==> config.mk <==
export PLATFORM = sky130hd
export DESIGN_NAME = bit_packer_constellation_mapper_flat
export DESIGN_NICKNAME = d
export VERILOG_FILES = /design/src/sv/bpcm_pkg.sv /design/src/sv/bpcm_req_if.sv /design/src/sv/bpcm_rsp_if.sv /design/src/sv/bpcm_ram.sv /design/src/sv/bpcm_ctrl.sv /design/src/sv/bpcm_datapath.sv /design/src/sv/bit_packer_constellation_mapper.sv /design/src/flat_wrapper.sv
export SDC_FILE = /design/constraint.sdc
export NUM_CORES = 2
export LEC_CHECK = 0
export ABC_AREA = 0
export BUFFER_PORTS_ARGS = -buffer_cell sky130_fd_sc_hd__clkbuf_2
export CORE_ASPECT_RATIO = 1.1
export CORE_MARGIN = 5
export CORE_UTILIZATION = 48
export CTS_BUF_LIST = sky130_fd_sc_hd__clkbuf_8
export CTS_CLUSTER_DIAMETER = 120
export DETAILED_ROUTE_END_ITERATION = 16
export PLACE_DENSITY = 0.67
export SKIP_LAST_GASP = 1
export SYNTH_ARGS = -nofsm -noshare
export SYNTH_HDL_FRONTEND = slang
export SYNTH_SLANG_ARGS = --single-unit
==> constraint.sdc <==
create_clock -name clock -period 5.2 [get_ports clock]
set_clock_uncertainty 0.15 [all_clocks]
set_input_delay 0.78 -clock clock [delete_from_list [all_inputs] [get_ports clock]]
set_output_delay 0.78 -clock clock [all_outputs]
set_load 0.01 [all_outputs]
==> src/sv/bpcm_pkg.sv <==
`timescale 1ns / 1ps
`default_nettype none
// ----------------------------------------------------------------------------
// bpcm_pkg
// Shared constants, register codes and controller/datapath handshake types.
// ----------------------------------------------------------------------------
package bpcm_pkg;

   localparam int MAX_SYMBOL_BITS_DEFAULT = 7;
   localparam int WORD_BITS_DEFAULT       = 16;
   localparam int MIN_SYMBOL_BITS         = 2;

   localparam int TABLE_DEPTH  = 128;
   localparam int TABLE_AW     = 7;
   localparam int ENTRY_W      = 16;
   localparam int BYTE_W       = 8;
   localparam int SAMPLE_W     = 16;
   localparam int GAIN_W       = 16;
   localparam int PROD_W       = BYTE_W + GAIN_W;
   localparam int BPS_W        = 3;

   localparam int CSR_INDEX_W  = 1;
   localparam int CSR_DATA_W   = 16;

   localparam logic [CSR_INDEX_W-1:0] REG_BITS_PER_SYMBOL = 1'b0;
   localparam logic [CSR_INDEX_W-1:0] REG_SCALE_GAIN      = 1'b1;

   localparam logic [BPS_W-1:0]  BPS_RESET  = 3'd2;
   localparam logic [GAIN_W-1:0] GAIN_RESET = 16'd1;

   typedef struct packed {
      logic load_word;
      logic write_table;
      logic read_sym;
      logic load_out;
   } bpcm_cmd_type;

   typedef struct packed {
      logic out_free;
      logic last_symbol;
   } bpcm_status_type;

endpackage
`default_nettype wire

==> src/sv/bpcm_req_if.sv <==
`timescale 1ns / 1ps
`default_nettype none
// ----------------------------------------------------------------------------
// bpcm_req_if
// Request channel: data words and table write commands.
// ----------------------------------------------------------------------------
interface bpcm_req_if #(
   parameter int WORD_BITS = bpcm_pkg::WORD_BITS_DEFAULT
);
   logic                                valid;
   logic                                ready;
   logic                                command;
   logic [WORD_BITS-1:0]                data_word;
   logic                                restart;
   logic [bpcm_pkg::TABLE_AW-1:0]       table_index;
   logic [bpcm_pkg::ENTRY_W-1:0]        table_value;

   modport source (output valid, command, data_word, restart, table_index, table_value,
                   input ready);
   modport sink   (input valid, command, data_word, restart, table_index, table_value,
                   output ready);
endinterface
`default_nettype wire

==> src/sv/bpcm_rsp_if.sv <==
`timescale 1ns / 1ps
`default_nettype none
// ----------------------------------------------------------------------------
// bpcm_rsp_if
// Response channel: one mapped constellation point per request symbol.
// ----------------------------------------------------------------------------
interface bpcm_rsp_if;
   logic                                 valid;
   logic                                 ready;
   logic signed [bpcm_pkg::SAMPLE_W-1:0] in_phase;
   logic signed [bpcm_pkg::SAMPLE_W-1:0] quadrature;
   logic                                 last_of_word;

   modport source (output valid, in_phase, quadrature, last_of_word, input ready);
   modport sink   (input valid, in_phase, quadrature, last_of_word, output ready);
endinterface
`default_nettype wire

==> src/sv/bpcm_ram.sv <==
`timescale 1ns / 1ps
`default_nettype none
// ----------------------------------------------------------------------------
// bpcm_ram
// Generic simple dual-port RAM, one write and one registered read port.
// ----------------------------------------------------------------------------
module bpcm_ram #(
   parameter int WIDTH = 16,
   parameter int DEPTH = 128
) (
   input  wire logic                     clock,
   input  wire logic                     wr_en,
   input  wire logic [$clog2(DEPTH)-1:0] wr_addr,
   input  wire logic [WIDTH-1:0]         wr_data,
   input  wire logic                     rd_en,
   input  wire logic [$clog2(DEPTH)-1:0] rd_addr,
   output logic      [WIDTH-1:0]         rd_data
);
   logic [WIDTH-1:0] mem_ff [DEPTH];
   logic [WIDTH-1:0] rd_data_ff;

   always_ff @(posedge clock) begin
      if (wr_en) begin
         mem_ff[wr_addr] <= wr_data;
      end
      if (rd_en) begin
         rd_data_ff <= mem_ff[rd_addr];
      end
   end

   assign rd_data = rd_data_ff;
endmodule
`default_nettype wire

==> src/sv/bpcm_ctrl.sv <==
`timescale 1ns / 1ps
`default_nettype none
// ----------------------------------------------------------------------------
// bpcm_ctrl
// Sequencer: accept a request, then read and map a data word symbol by symbol.
// ----------------------------------------------------------------------------
module bpcm_ctrl (
   input  wire logic                      clock,
   input  wire logic                      reset,
   input  wire logic                      req_valid,
   input  wire logic                      req_command,
   input  wire bpcm_pkg::bpcm_status_type status,
   output logic                           req_ready,
   output bpcm_pkg::bpcm_cmd_type         cmd
);
   import bpcm_pkg::*;

   typedef enum logic [1:0] {
      ST_IDLE,
      ST_READ,
      ST_MULT
   } state_type;

   state_type state_ff;
   state_type state_in;

   always_comb begin
      state_in  = state_ff;
      cmd       = '0;
      req_ready = 1'b0;
      case (state_ff)
         ST_IDLE: begin
            req_ready = 1'b1;
            if (req_valid) begin
               if (req_command) begin
                  cmd.write_table = 1'b1;
               end else begin
                  cmd.load_word = 1'b1;
                  state_in      = ST_READ;
               end
            end
         end
         ST_READ: begin
            cmd.read_sym = 1'b1;
            state_in     = ST_MULT;
         end
         ST_MULT: begin
            // hold until the output register frees up
            if (status.out_free) begin
               cmd.load_out = 1'b1;
               state_in     = status.last_symbol ? ST_IDLE : ST_READ;
            end
         end
         default: begin
            state_in = ST_IDLE;
         end
      endcase
   end

   always_ff @(posedge clock) begin
      if (reset) begin
         state_ff <= ST_IDLE;
      end else begin
         state_ff <= state_in;
      end
   end
endmodule
`default_nettype wire

==> src/sv/bpcm_datapath.sv <==
`timescale 1ns / 1ps
`default_nettype none
// ----------------------------------------------------------------------------
// bpcm_datapath
// Bit reservoir, symbol extraction, constellation table and gain multipliers.
// ----------------------------------------------------------------------------
module bpcm_datapath #(
   parameter int MAX_SYMBOL_BITS = bpcm_pkg::MAX_SYMBOL_BITS_DEFAULT,
   parameter int WORD_BITS       = bpcm_pkg::WORD_BITS_DEFAULT
) (
   input  wire logic                               clock,
   input  wire logic                               reset,
   input  wire bpcm_pkg::bpcm_cmd_type             cmd,
   output bpcm_pkg::bpcm_status_type               status,
   input  wire logic                               csr_write_enable,
   input  wire logic [bpcm_pkg::CSR_INDEX_W-1:0]   csr_index,
   input  wire logic [bpcm_pkg::CSR_DATA_W-1:0]    csr_write_data,
   input  wire logic [WORD_BITS-1:0]               data_word,
   input  wire logic                               restart,
   input  wire logic [bpcm_pkg::TABLE_AW-1:0]      table_index,
   input  wire logic [bpcm_pkg::ENTRY_W-1:0]       table_value,
   output logic                                    rsp_valid,
   input  wire logic                               rsp_ready,
   output logic signed [bpcm_pkg::SAMPLE_W-1:0]    rsp_in_phase,
   output logic signed [bpcm_pkg::SAMPLE_W-1:0]    rsp_quadrature,
   output logic                                    rsp_last_of_word
);
   import bpcm_pkg::*;

   localparam int RES_W  = WORD_BITS + MAX_SYMBOL_BITS - 1;
   localparam int HELD_W = $clog2(WORD_BITS + MAX_SYMBOL_BITS);
   localparam int SYM_W  = MAX_SYMBOL_BITS;

   logic [BPS_W-1:0]         bps_ff;
   logic signed [GAIN_W-1:0] gain_ff;
   logic [RES_W-1:0]         reservoir_ff, reservoir_in;
   logic [HELD_W-1:0]        held_ff, held_in;
   logic                     last_ff, last_in;
   logic                     rsp_valid_ff;
   logic signed [SAMPLE_W-1:0] in_phase_ff, quadrature_ff;
   logic                     out_last_ff;

   logic [HELD_W-1:0]        bps_wide;
   logic [HELD_W-1:0]        sym_bits;
   logic [HELD_W-1:0]        held_base;
   logic [HELD_W-1:0]        held_after;
   logic [RES_W-1:0]         shifted;
   logic [SYM_W-1:0]         sym_mask;
   logic [SYM_W-1:0]         sym;
   logic [ENTRY_W-1:0]       entry;
   logic signed [BYTE_W-1:0] byte_i, byte_q;
   logic signed [PROD_W-1:0] prod_i, prod_q;

   // clamp the symbol size to the supported range
   always_comb begin
      bps_wide = HELD_W'(bps_ff);
      if (bps_wide < HELD_W'(MIN_SYMBOL_BITS)) begin
         sym_bits = HELD_W'(MIN_SYMBOL_BITS);
      end else if (bps_wide > HELD_W'(MAX_SYMBOL_BITS)) begin
         sym_bits = HELD_W'(MAX_SYMBOL_BITS);
      end else begin
         sym_bits = bps_wide;
      end
   end

   assign held_base  = restart ? '0 : held_ff;
   assign held_after = held_ff - sym_bits;
   assign shifted    = reservoir_ff >> held_after;
   assign sym_mask   = ~({SYM_W{1'b1}} << sym_bits);
   assign sym        = shifted[SYM_W-1:0] & sym_mask;

   always_comb begin
      reservoir_in = reservoir_ff;
      held_in      = held_ff;
      last_in      = last_ff;
      if (cmd.load_word) begin
         // stale bits above the held count are never selected
         reservoir_in = {reservoir_ff[RES_W-WORD_BITS-1:0], data_word};
         held_in      = held_base + HELD_W'(WORD_BITS);
      end else if (cmd.read_sym) begin
         held_in = held_after;
         last_in = (held_after < sym_bits);
      end
   end

   bpcm_ram #(
      .WIDTH (ENTRY_W),
      .DEPTH (TABLE_DEPTH)
   ) u_table (
      .clock   (clock),
      .wr_en   (cmd.write_table),
      .wr_addr (table_index),
      .wr_data (table_value),
      .rd_en   (cmd.read_sym),
      .rd_addr (TABLE_AW'(sym)),
      .rd_data (entry)
   );

   assign byte_i = entry[ENTRY_W-1:BYTE_W];
   assign byte_q = entry[BYTE_W-1:0];
   assign prod_i = byte_i * gain_ff;
   assign prod_q = byte_q * gain_ff;

   always_ff @(posedge clock) begin
      if (reset) begin
         bps_ff       <= BPS_RESET;
         gain_ff      <= GAIN_RESET;
         reservoir_ff <= '0;
         held_ff      <= '0;
         last_ff      <= 1'b0;
         rsp_valid_ff <= 1'b0;
      end else begin
         if (csr_write_enable) begin
            case (csr_index)
               REG_BITS_PER_SYMBOL: bps_ff  <= csr_write_data[BPS_W-1:0];
               REG_SCALE_GAIN:      gain_ff <= csr_write_data[GAIN_W-1:0];
               default: begin
               end
            endcase
         end
         reservoir_ff <= reservoir_in;
         held_ff      <= held_in;
         last_ff      <= last_in;
         if (cmd.load_out) begin
            rsp_valid_ff <= 1'b1;
         end else if (rsp_ready) begin
            rsp_valid_ff <= 1'b0;
         end
      end
   end

   always_ff @(posedge clock) begin
      if (cmd.load_out) begin
         in_phase_ff   <= prod_i[SAMPLE_W-1:0];
         quadrature_ff <= prod_q[SAMPLE_W-1:0];
         out_last_ff   <= last_ff;
      end
   end

   assign status.out_free    = ~rsp_valid_ff | rsp_ready;
   assign status.last_symbol = last_ff;

   assign rsp_valid        = rsp_valid_ff;
   assign rsp_in_phase     = in_phase_ff;
   assign rsp_quadrature   = quadrature_ff;
   assign rsp_last_of_word = out_last_ff;
endmodule
`default_nettype wire

==> src/sv/bit_packer_constellation_mapper.sv <==
`timescale 1ns / 1ps
`default_nettype none
// ----------------------------------------------------------------------------
// bit_packer_constellation_mapper
// Cuts data words into symbols and maps each through a constellation table.
// ----------------------------------------------------------------------------
// Usage:
//  - req_if carries requests: command 0 maps data_word (MSB first) into
//    symbols of bits_per_symbol bits (at least 2); command 1 writes
//    table_value to constellation entry table_index. Leftover bits carry
//    into the next word unless restart is set.
//  - rsp_if returns one point per symbol: signed entry bytes times
//    scale_gain, wrapped to 16 bits; last_of_word flags the final symbol.
//  - csr_* writes bits_per_symbol (index 0) and scale_gain (index 1); write
//    only while the block is idle.
//  - A table write leaves the block idle, ready for the next request. A data
//    word is taken, then each symbol takes a table read and then a multiply
//    into the output register, which waits while that register is full. The
//    registered table read port is why read and multiply are separate steps.
//  - Reset clears the carried bits and sets bits_per_symbol to 2 and
//    scale_gain to 1; table contents stay undefined until written.
//  - When rsp_ready is low the output register holds the point and mapping
//    stalls; after the final point of a word is loaded the next request is
//    accepted even while that point waits.
// ----------------------------------------------------------------------------
module bit_packer_constellation_mapper #(
   parameter int MAX_SYMBOL_BITS = bpcm_pkg::MAX_SYMBOL_BITS_DEFAULT,
   parameter int WORD_BITS       = bpcm_pkg::WORD_BITS_DEFAULT
) (
   input  wire logic                             clock,
   input  wire logic                             reset,
   bpcm_req_if.sink                              req_if,
   bpcm_rsp_if.source                            rsp_if,
   input  wire logic                             csr_write_enable,
   input  wire logic [bpcm_pkg::CSR_INDEX_W-1:0] csr_index,
   input  wire logic [bpcm_pkg::CSR_DATA_W-1:0]  csr_write_data
);
   import bpcm_pkg::*;

   bpcm_cmd_type    cmd;
   bpcm_status_type status;
   logic            req_ready;

   // sequence the request and the symbols of a word
   bpcm_ctrl u_ctrl (
      .clock       (clock),
      .reset       (reset),
      .req_valid   (req_if.valid),
      .req_command (req_if.command),
      .status      (status),
      .req_ready   (req_ready),
      .cmd         (cmd)
   );

   // hold the reservoir, table, gain and output register
   bpcm_datapath #(
      .MAX_SYMBOL_BITS (MAX_SYMBOL_BITS),
      .WORD_BITS       (WORD_BITS)
   ) u_datapath (
      .clock            (clock),
      .reset            (reset),
      .cmd              (cmd),
      .status           (status),
      .csr_write_enable (csr_write_enable),
      .csr_index        (csr_index),
      .csr_write_data   (csr_write_data),
      .data_word        (req_if.data_word),
      .restart          (req_if.restart),
      .table_index      (req_if.table_index),
      .table_value      (req_if.table_value),
      .rsp_valid        (rsp_if.valid),
      .rsp_ready        (rsp_if.ready),
      .rsp_in_phase     (rsp_if.in_phase),
      .rsp_quadrature   (rsp_if.quadrature),
      .rsp_last_of_word (rsp_if.last_of_word)
   );

   assign req_if.ready = req_ready;
endmodule
`default_nettype wire

==> src/flat_wrapper.sv <==
// flat-port wrapper written by rule: the top's interface ports become plain ports
module bit_packer_constellation_mapper_flat import bpcm_pkg::*;
#(
   parameter int MAX_SYMBOL_BITS = bpcm_pkg::MAX_SYMBOL_BITS_DEFAULT,
   parameter int WORD_BITS       = bpcm_pkg::WORD_BITS_DEFAULT
)
  (clock, reset, csr_write_enable, csr_index, csr_write_data, req_if_valid, req_if_command, req_if_data_word, req_if_restart, req_if_table_index, req_if_table_value, req_if_ready, rsp_if_valid, rsp_if_in_phase, rsp_if_quadrature, rsp_if_last_of_word, rsp_if_ready);
  bpcm_req_if #(.WORD_BITS(WORD_BITS)) req_if_i ();
  bpcm_rsp_if rsp_if_i ();
  input  wire logic clock;
  input  wire logic reset;
  input  wire logic csr_write_enable;
  input  wire logic [bpcm_pkg::CSR_INDEX_W-1:0] csr_index;
  input  wire logic [bpcm_pkg::CSR_DATA_W-1:0] csr_write_data;
  input wire logic [$bits(req_if_i.valid)-1:0] req_if_valid;
  input wire logic [$bits(req_if_i.command)-1:0] req_if_command;
  input wire logic [$bits(req_if_i.data_word)-1:0] req_if_data_word;
  input wire logic [$bits(req_if_i.restart)-1:0] req_if_restart;
  input wire logic [$bits(req_if_i.table_index)-1:0] req_if_table_index;
  input wire logic [$bits(req_if_i.table_value)-1:0] req_if_table_value;
  output wire logic [$bits(req_if_i.ready)-1:0] req_if_ready;
  output wire logic [$bits(rsp_if_i.valid)-1:0] rsp_if_valid;
  output wire logic [$bits(rsp_if_i.in_phase)-1:0] rsp_if_in_phase;
  output wire logic [$bits(rsp_if_i.quadrature)-1:0] rsp_if_quadrature;
  output wire logic [$bits(rsp_if_i.last_of_word)-1:0] rsp_if_last_of_word;
  input wire logic [$bits(rsp_if_i.ready)-1:0] rsp_if_ready;
  assign req_if_i.valid = req_if_valid;
  assign req_if_i.command = req_if_command;
  assign req_if_i.data_word = req_if_data_word;
  assign req_if_i.restart = req_if_restart;
  assign req_if_i.table_index = req_if_table_index;
  assign req_if_i.table_value = req_if_table_value;
  assign req_if_ready = req_if_i.ready;
  assign rsp_if_valid = rsp_if_i.valid;
  assign rsp_if_in_phase = rsp_if_i.in_phase;
  assign rsp_if_quadrature = rsp_if_i.quadrature;
  assign rsp_if_last_of_word = rsp_if_i.last_of_word;
  assign rsp_if_i.ready = rsp_if_ready;
  bit_packer_constellation_mapper #(.MAX_SYMBOL_BITS(MAX_SYMBOL_BITS), .WORD_BITS(WORD_BITS)) u_core (.clock(clock), .reset(reset), .req_if(req_if_i), .rsp_if(rsp_if_i), .csr_write_enable(csr_write_enable), .csr_index(csr_index), .csr_write_data(csr_write_data));
endmodule
==> flow_summary.ini <==
[floorplanning]
core_area_um2 = 188100
pin_count = 98
dieArea_um2 = 197600
die_y_um = 465.7
rows = 167
initial_core_util_pct = 48.19
die_x_um = 424.3

[setup_path]
end_kind = register
worstSetupPathType = register to register
path_max_fanout = 14
start_kind = register
worstPathRequired_ns = 5.84
worstPathArrival_ns = 5.86

[placement]
pre_cts_slack_ns = -0.9618
gp_congestion = 0.8886
place_hpwl_um = 154400
dp.cells = 8873
portBuffers = 97

[synthesis]
synthCells = 6193
ys.flop_type = edfxtp_1
yosysWarnings = 0
synth_area_leader_cell = edfxtp_1
synth_common_cells = 2,097 x edfxtp_1, 1,271 x nand2_1, 705 x nand3_1
netlist.area_leader.share_pct = 69.48
synth.most_common_cell = edfxtp_1
synth.distinct_cells = 81
synth_fp_nets = 6453
syn_area_um2 = 90630
synth_seq_area_share_pct = 70.59
avgSynthCellArea_um2 = 14.63
synthArstFlopShare_pct = 0
synth_enable_flop_cells = 2097
synthTopCellsByArea = edfxtp_1 69%, mux4_2 6.1%, nand2_1 5.3%
ys_ff_latch = 2147

[pwr]
clkPwrFrac_pct = 36.5
leakage_nw = 37.04
intPower_w = 0.02704
p_per_area_nw_per_um2 = 341.0
irDropWorstVdd_mv = 0.2026
power_switching_w = 0.008659
swShare_pct = 24.26
p_seq_share_pct = 53.6
combPwrFrac_pct = 9.9

[global_routing]
grt_first_pass_wirelength_um = 362800
antenna_found_initial = 18
grt_max_degree = 90
grt_overflow = 0
track_usage_pct = 24.58
grt_pass1_vias = 55505

[sta]
finalSetupViolCount = 1
period_share_pct = 100.2
timing.fmax_ghz = 0.1919
finalHoldViolations = 0
setup_slack_ns = -0.01028
worst_slew_pin_slew_ns = 1.262
min_period_ns = 5.210
holdWs_ns = 0.1163
slew_headroom_pct = 15.89
maxSlewViolCount = 0
rsz0062_at_grt = yes

[cts]
cts_sinks = 2147
cts.htree.levels = 5
clkLatencyLatePin_ns = 1.07
cts_buffers = 347
cts_root_buf = clkbuf_8
clockBufferDepth = 4
clk_pin_slew_ns = 0.06
cts_tree = done

[finish]
drive_gt1_share_pct = 19.83
instances_no_fill = 9550
multi_input_area_um2 = 24540
fill_cells = 14649
fin_nets = 7126
final_util_pct = 55.67
seq_area_um2 = 63970
syn2layout_area_growth_pct = 15.51

[routing]
wl_per_cell_um = 26.07
routed_wl_um = 249000
drc = 0
drtPass1Iterations = 8
drt_iter0_markers = 7383
vias = 56172
avgViaCountPerCell = 5.882
antenna_left = 0

[status]
outcome = complete, but fails checks
violations = negative setup slack

[worst_hold_path]
worstHoldPathType = input port to register

[flow_run]
maxCapViolCount = 0
cells in the final DEF (no fill, tap or decap), drive strengths merged, types with 7 or more instances in the layout:
cell type,instances
clkbuf,448
o22ai,17
nor2,187
nand2,1273
and2,142
o31ai,14
diode,9
xor2,9
nand3,706
nor2b,23
ha,74
clkinv,94
o21ai,44
mux4,245
a32oi,15
o32ai,12
a31oi,74
buf,556
mux2i,99
nor3,21
fa,123
xnor2,38
and3,30
dfxtp,50
nand4,28
a21oi,138
inv,317
edfxtp,2097
mux2,11
dlygate4sd3,40
nand2b,19
a211oi,7
a22oi,44
cell families (layout without fill, tap and decap cells):
| group | count (synthesis) | after routing | share of synthesized area [%] |
|---|---|---|---|
| compound gates | 421 | 421 | 2.996 |
| other cells | 0 | 9 | 0 |
| simple gates | 2457 | 2457 | 12.02 |
| xor+xnor | 47 | 47 | 0.4625 |
| flops | 2147 | 2147 | 70.59 |
| mux | 355 | 355 | 7.319 |
| buf+inv | 569 | 1467 | 2.880 |
| fa+ha+maj | 197 | 197 | 3.739 |
worst max-delay path, cell delays in order (launching register included):
cell and delay [ns]:
dfxtp_1 0.31, o21a_1 0.23, ha_4 0.18, fa_2 0.70
buf_12 0.16, mux2i_1 0.08, mux2i_1 0.23, inv_1 0.06
mux4_2 0.51, o21a_4 0.30, buf_4 0.18, buf_12 0.16
buf_12 0.15, mux4_2 0.44, a22oi_2 0.21, buf_4 0.17
a22oi_1 0.07, buf_4 0.18, o32ai_2 0.12, buf_4 0.18
nor3_1 0.05, buf_4 0.13
timing repair:
item,4_1_cts,5_1_grt
cloned,1,12
endpoints found under the hold margin,86,0
resized for setup,24,107
endpoints found under the setup margin,9,20
pin swaps,3,27
setup buffers,4,40
hold buffers,40,0
registers in the layout, summed over array words and instances, names as in the netlist:
| signal | count |
|---|---|
| u_core.u_datapath.gain_ff | 16 |
| u_core.u_datapath.rsp_in_phase | 16 |
| u_core.u_datapath.rsp_valid | 1 |
| u_core.u_datapath.reservoir_ff | 22 |
| u_core.u_datapath.bps_ff | 3 |
| u_core.u_datapath.rsp_last_of_word | 1 |
| u_core.u_datapath.held_ff | 5 |
| u_core.u_datapath.last_ff | 1 |
| u_core.u_datapath.rsp_quadrature | 16 |
| u_core.u_datapath.u_table.rd_data | 16 |
| u_core.u_ctrl.state_ff | 2 |
| u_core.u_datapath.u_table.mem_ff | 2048 |
worst paths after layout:
| check | from | end | slack, ns | depth (start not counted) |
|---|---|---|---|---|
| setup / recovery | u_core.u_datapath.bps_ff[1] | u_core.u_datapath.u_table.rd_data[9] | -0.01 | 21 |
| hold / removal | req_if_table_value[2] | u_core.u_datapath.u_table.mem_ff[67][2] | 0.12 | 1 |
| setup reg to reg | u_core.u_datapath.bps_ff[1] | u_core.u_datapath.u_table.rd_data[9] | -0.01 | 21 |
| hold reg to reg | u_core.u_datapath.last_ff | u_core.u_datapath.rsp_last_of_word | 0.32 | 0 |
layer usage:
metal	global-route usage, %	vias to the layer above	routed length, um
li1	-	24265	-
met1	33.77	28275	97730
met2	38.45	3082	116300
met3	5.540	538	24300
met4	9.902	12	10650
met5	0	-	69
area by class of cell:
| type | instances | area share, % |
|---|---|---|
| Tap cell | 2450 | 2.928 |
| Sequential cell | 2147 | 61.11 |
| Antenna cell | 9 | 0.02151 |
| Timing Repair Buffer | 689 | 6.073 |
| Inverter | 204 | 0.7315 |
| Multi-Input combinational cell | 3477 | 23.44 |
| Clock inverter | 218 | 1.014 |
| Clock buffer | 356 | 4.681 |
power by group through the flow:
stage          clock (W)  combinational (W)  sequential (W)
5_1_grt           0.0141            0.00381          0.0191
2_1_floorplan          0            0.00196          0.0195
4_1_cts           0.0133            0.00335          0.0191
3_5_place_dp           0            0.00330          0.0195
3_3_place_gp           0            0.00324          0.0195
6_report          0.0130            0.00353          0.0191
metrics by stage:
| step | TNS [ns] | instance area [um^2] | total power [W] |
|---|---|---|---|
| global placement | -1.523 | 97060 | 0.02273 |
| global route | -1.106 | 104700 | 0.03701 |
| CTS | -0.09066 | 103600 | 0.03573 |
| finish | -0.01028 | 104700 | 0.03570 |
| detailed placement | -1.876 | 97060 | 0.02278 |
| floorplan | 0 | 90630 | 0.02142 |
Note: power is estimated with default switching activity, not from simulation.
